<file path="src/hw/rtl/rmq_pkg.sv">
// Shared widths, stage counts and sideband types for the matrix-to-quaternion pipeline.
package rmq_pkg;

  localparam int FRAC_BITS_DEF = 30;

  localparam int ELEM_W    = 32;
  localparam int ARG_W     = 35;
  localparam int DIFF_W    = 34;
  localparam int RAD_W     = 64;
  localparam int ROOT_W    = 32;
  localparam int SQ_REM_W  = 36;
  localparam int SQ_STAGES = ROOT_W / 2;
  localparam int NUM_W     = 64;
  localparam int DEN_W     = ROOT_W + 1;
  localparam int QUO_W     = 33;
  localparam int DIV_REM_W = DEN_W + 1;
  localparam int DIV_STAGES = QUO_W + 1;
  localparam int LANES     = 3;

  localparam logic [1:0] COMP_W = 2'd0;
  localparam logic [1:0] COMP_X = 2'd1;
  localparam logic [1:0] COMP_Y = 2'd2;
  localparam logic [1:0] COMP_Z = 2'd3;

  typedef struct packed {
    logic signed [DIFF_W-1:0] a;
    logic signed [DIFF_W-1:0] b;
    logic signed [DIFF_W-1:0] c;
    logic [1:0]               idx;
    logic                     degen;
  } side_t;

  typedef struct packed {
    logic [LANES-1:0]  neg;
    logic [1:0]        idx;
    logic              degen;
    logic [ROOT_W-1:0] half;
  } meta_t;

  typedef struct packed {
    logic [SQ_REM_W-1:0] rem;
    logic [ROOT_W-1:0]   root;
    logic [RAD_W-1:0]    rad;
  } sq_t;

  typedef struct packed {
    logic [DIV_REM_W-1:0] rem;
    logic [QUO_W-1:0]     low;
    logic [QUO_W-1:0]     quo;
    logic                 ovf;
  } dv_t;

endpackage

</file>
<file path="src/hw/rtl/rmq_isqrt.sv">
// Pipelined integer square root, two result bits per stage, with a sideband.
module rmq_isqrt #(
  parameter int SW = 8
) (
  input  logic                       clk_i,
  input  logic                       rst_ni,
  input  logic                       en_i,
  input  logic                       vld_i,
  input  logic [rmq_pkg::RAD_W-1:0]  rad_i,
  input  logic [SW-1:0]              side_i,
  output logic                       vld_o,
  output logic [rmq_pkg::ROOT_W-1:0] root_o,
  output logic [SW-1:0]              side_o
);

  localparam int N = rmq_pkg::SQ_STAGES;

  rmq_pkg::sq_t  st_q   [N];
  logic          vld_q  [N];
  logic [SW-1:0] side_q [N];

  for (genvar k = 0; k < N; k++) begin : g_stage
    rmq_pkg::sq_t  src;
    rmq_pkg::sq_t  st_d;
    logic          src_vld;
    logic [SW-1:0] src_side;

    if (k == 0) begin : g_first
      assign src      = '{rem: '0, root: '0, rad: rad_i};
      assign src_vld  = vld_i;
      assign src_side = side_i;
    end else begin : g_rest
      assign src      = st_q[k-1];
      assign src_vld  = vld_q[k-1];
      assign src_side = side_q[k-1];
    end

    always_comb begin
      logic [rmq_pkg::SQ_REM_W-1:0] r2;
      logic [rmq_pkg::SQ_REM_W-1:0] trial;
      st_d = src;
      for (int j = 0; j < 2; j++) begin
        r2    = {st_d.rem[rmq_pkg::SQ_REM_W-3:0], st_d.rad[rmq_pkg::RAD_W-1 -: 2]};
        trial = {2'b00, st_d.root, 2'b01};
        if (r2 >= trial) begin
          st_d.rem  = r2 - trial;
          st_d.root = {st_d.root[rmq_pkg::ROOT_W-2:0], 1'b1};
        end else begin
          st_d.rem  = r2;
          st_d.root = {st_d.root[rmq_pkg::ROOT_W-2:0], 1'b0};
        end
        st_d.rad = {st_d.rad[rmq_pkg::RAD_W-3:0], 2'b00};
      end
    end

    always_ff @(posedge clk_i or negedge rst_ni) begin
      if (!rst_ni) begin
        vld_q[k] <= 1'b0;
      end else if (en_i) begin
        vld_q[k] <= src_vld;
      end
    end

    always_ff @(posedge clk_i) begin
      if (en_i) begin
        st_q[k]   <= st_d;
        side_q[k] <= src_side;
      end
    end
  end

  assign vld_o  = vld_q[N-1];
  assign root_o = st_q[N-1].root;
  assign side_o = side_q[N-1];

endmodule

</file>
<file path="config.mk">
export PLATFORM = sky130hd
export DESIGN_NAME = rmq_isqrt
export DESIGN_NICKNAME = d
export VERILOG_FILES = /design/src/hw/rtl/rmq_pkg.sv /design/src/hw/rtl/rmq_isqrt.sv
export SDC_FILE = /design/constraint.sdc
export NUM_CORES = 2
export LEC_CHECK = 0
export ABC_AREA = 0
export BUFFER_PORTS_ARGS = -buffer_cell sky130_fd_sc_hd__buf_2
export CAP_MARGIN = 40
export CORE_UTILIZATION = 63
export CTS_CLUSTER_DIAMETER = 60
export DETAILED_ROUTE_END_ITERATION = 8
export GPL_TIMING_DRIVEN = 0
export PLACE_DENSITY_LB_ADDON = 0.3
export SLEW_MARGIN = 20
export SYNTH_ARGS = -nofsm -noshare
export SYNTH_HDL_FRONTEND = slang
export SYNTH_SLANG_ARGS = --single-unit
</file>
<file path="constraint.sdc">
create_clock -name clk_i -period 7.3 [get_ports clk_i]
set_clock_uncertainty 0.2 [all_clocks]
set_input_delay 0.365 -clock clk_i [delete_from_list [all_inputs] [get_ports clk_i]]
set_output_delay 0.365 -clock clk_i [all_outputs]
set_load 0.005 [all_outputs]
</file>
==> summary.txt <==
Outcome
  – Status: finished clean

Finish
  – Fillers: about 10000
  – Non-filler instance count after layout: around 11000
  – Design area: 0.0956 mm²
  – Most frequent cells in the layout: 1367 x edfxtp_1, 724 x nor2_1, 651 x a21oi_1
  – Nets: between 9000 and 10000
  – Most common cell after layout, fill and taps aside: edfxtp_1
  – Syn-to-layout area delta: 11.2%
  – Share of layout cells above drive strength 1: 0.0858

Routing
  – TritonRoute pass-1 iters: 7
  – Wire per inst: ~21 µm
  – Routed Antenna Nets: 0
  – Iteration-0 DRC Markers: about 6700
  – Via/cell ratio: 6.34
  – DRC: 0
  – Total vias in the final route: between 60000 and 70000
  – Total Routed Length: 226000 µm

Logic synthesis
  – Synthesized area: between 0.08 and 0.09 mm²
  – Mapped Cells: 8257
  – Post-synth top area share: 0.477
  – Synth Area in XOR/XNOR: 0.0803
  – Number of distinct library cells after synthesis: around 120
  – Top cells by area, synth: edfxtp_1 48%, ha_1 8.1%, xnor2_1 4.9%
  – Synthesized flop and latch total: 1383
  – Seq/Total Area, Yosys: 0.482
  – Post-synth EDFFs: 1367
  – Post-synthesis mux area share: 0.0191
  – Simple-gate area share of the yosys netlist: 0.156
  – Largest family of logic cells by synthesized area: simple AND/OR/NAND/NOR gates
  – Synthesis Warnings: 0
  – Most used DFF post-synth: edfxtp_1
  – Syn Area/Cell: 10.4 µm²
  – Adder-Cell Fraction of Synth Area: 0.0812
  – Async set-reset flop share out of synthesis: 0.0116
  – Cell taking the most area after synthesis: edfxtp_1
  – Compound-Gate Fraction of Synth Area: 0.149

Floorplanning
  – Die Wd: 371 µm
  – FP Rows: 135
  – Chip height: 371 µm
  – DIE AREA: 0.138 mm²
  – Initial Utilization: 0.635
  – Core Region: between 0.1 and 0.15 mm²
  – I/O pin count: between 100 and 150

STA
  – Period utilization: 0.971
  – Final Max Slew Viols: 0
  – Final worst path period need: a little over 7 ns
  – Setup TNS: 0 ns
  – Final setup fails: 0
  – Hold WS: 0.0807 ns
  – Least-Margin Pin Slew: around 1 ns
  – Slew headroom: 0.342
  – Final Hold Viols: 0
  – Max Fclk: 141 MHz

Place
  – IO buf count: 116
  – Placed Area: about 0.09 mm²
  – Dpl cells: roughly 10000
  – Placer Congestion: approximately 0.97
  – DP Wirelength: between 150000 and 200000 µm

Clock tree
  – TritonCTS buffer count: ~150
  – Clk sink count: roughly 1400
  – Clk_lat worst skew: 0.80 ns
  – Root buf cell: clkbuf_16
  – H-tree depth: 4
  – Clk slew on worst S/H paths: 0.06 ns
  – Clock buffer depth: 3
  – CTS tree: done

Global route
  – Grt total ovfl: 0
  – Largest net degree at the start of global routing: 156
  – Number of global-route vias before repair: 63151
  – First-pass GRT wire length: 347000 µm
  – GRT Total Usage: 0.319
  – Initial antenna violation count: 11

Critical path
  – Worst Path Class, Setup: reg -> reg
  – CP Max Fanout: 10
  – Crit. End Element: flip-flop
  – Arrival @ worst endpoint: 7.42 ns
  – CP Data Required Time: about 7.6 ns
  – Startpoint Class: flip-flop

Power
  – P per Cell Area: 359 mW/mm²
  – Worst vdd ir: 0.000270 V
  – Design Power: 34.3 mW
  – P_leak: 37.5 nW

Job
  – Max Cap Viol: 0

Min path
  – HP Class: in -> reg
## worst paths after layout
kind                         startpoint            endpoint  slack, ns  cells after the start
max                        st_q[1][596]        st_q[1][742]       0.21                     24
min                           side_i[5]        side_q[0][5]       0.08                      2
max in group asynchronous        rst_ni  g_stage[6].src_vld       5.93                      3
min in group asynchronous        rst_ni  g_stage[8].src_vld       0.50                      3
min reg2reg                side_q[0][6]       side_q[0][14]       0.20                      0
max reg2reg                st_q[1][596]        st_q[1][742]       0.21                     24
## per-stage QoR
step,utilization,worst slack (ns)
after detailed placement,0.658,-1.55
after floorplan,-,1.21
after global placement,0.656,-14.64
after global routing,0.706,-0.00967
final,0.706,0.215
after CTS,0.704,0.0142
## power by group
group	internal [mW]	leakage (nW)	total (mW)	switching, mW
Clock	4.59	2.54	7.97	3.38
Sequential	10.5	13.3	11.4	0.904
Combinational	5.97	21.6	14.9	8.94
Total	21.1	37.5	34.3	13.2
## cell usage after synthesis (55+ instances only)
cell type / n
a21o_1: 261
o21a_1: 76
clkbuf_1: 156
nand2b_1: 96
a21oi_1: 656
xnor2_1: 481
nand3_1: 183
edfxtp_1: 1367
mux2_2: 111
xor2_1: 307
nor2b_1: 75
o21ai_0: 385
nor2_1: 725
and3_1: 72
ha_1: 558
inv_1: 466
or3_1: 83
nor4_1: 99
a31oi_1: 80
o31ai_1: 55
o211ai_1: 63
nor3_1: 218
nand4_1: 134
nand2_1: 630
## cell type report
class,count,area [µm²],share of cell area
multi-input cells,6171,42100,0.440
repair buffers,229,1820,0.0190
clock buffers,181,4000,0.0418
plain buffers,226,991,0.0104
flip-flops and latches,1383,41400,0.433
well taps,1781,2230,0.0233
clock inverters,101,1280,0.0134
inverters,475,1800,0.0188
diodes,3,7.51,0.0000785
## flip-flops by register name, indices dropped and copies added (netlist names)
signal / count
side_q: 128
vld_o: 1
st_q: 1239
g_stage.src_vld: 15
## routing by layer
| layer | routed length (µm) | global-route usage | up-vias |
|---|---|---|---|
| met5 | 28 | 0 | - |
| met4 | 6810 | 0.0998 | 4 |
| met3 | 16400 | 0.0413 | 483 |
| met2 | 104000 | 0.515 | 2940 |
| met1 | 98500 | 0.450 | 31977 |
| li1 | - | - | 31533 |
## timing repair
action / CTS / global route
endpoints found under the setup margin: 116 / 221
hold endpoints to repair: 179 / 0
setup buffers: 2 / 6
pin swaps: 1 / 1
hold buffers: 79 / 0
resized for setup: 29 / 82
## critical path: stages (launching register included)
cell	delay, ns
edfxtp_1	0.38
inv_1	0.09
ha_1	0.27
clkbuf_1	0.25
nand4_1	0.38
nor4_4	0.41
a21boi_2	0.36
or3_1	0.22
buf_2	0.32
clkbuf_2	0.38
nor2_1	0.07
a21oi_1	0.23
ha_1	0.27
nand3_1	0.13
nor2_1	0.29
and2_1	0.29
nand4_1	0.22
nor4_2	0.38
nand4b_1	0.22
nand2_1	0.14
a21oi_2	0.08
and4_1	0.27
buf_2	0.23
inv_1	0.34
mux2_2	0.39
## cells by family after synthesis
group,after synthesis
adders and majority gates,558
and+or+nand+nor,2668
muxes,149
DFF,1383
other,1
buffers and inverters,705
AOI/OAI and AO/OA,2005
xor gates and xnor gates,788
(Power assumes the default switching activity.)
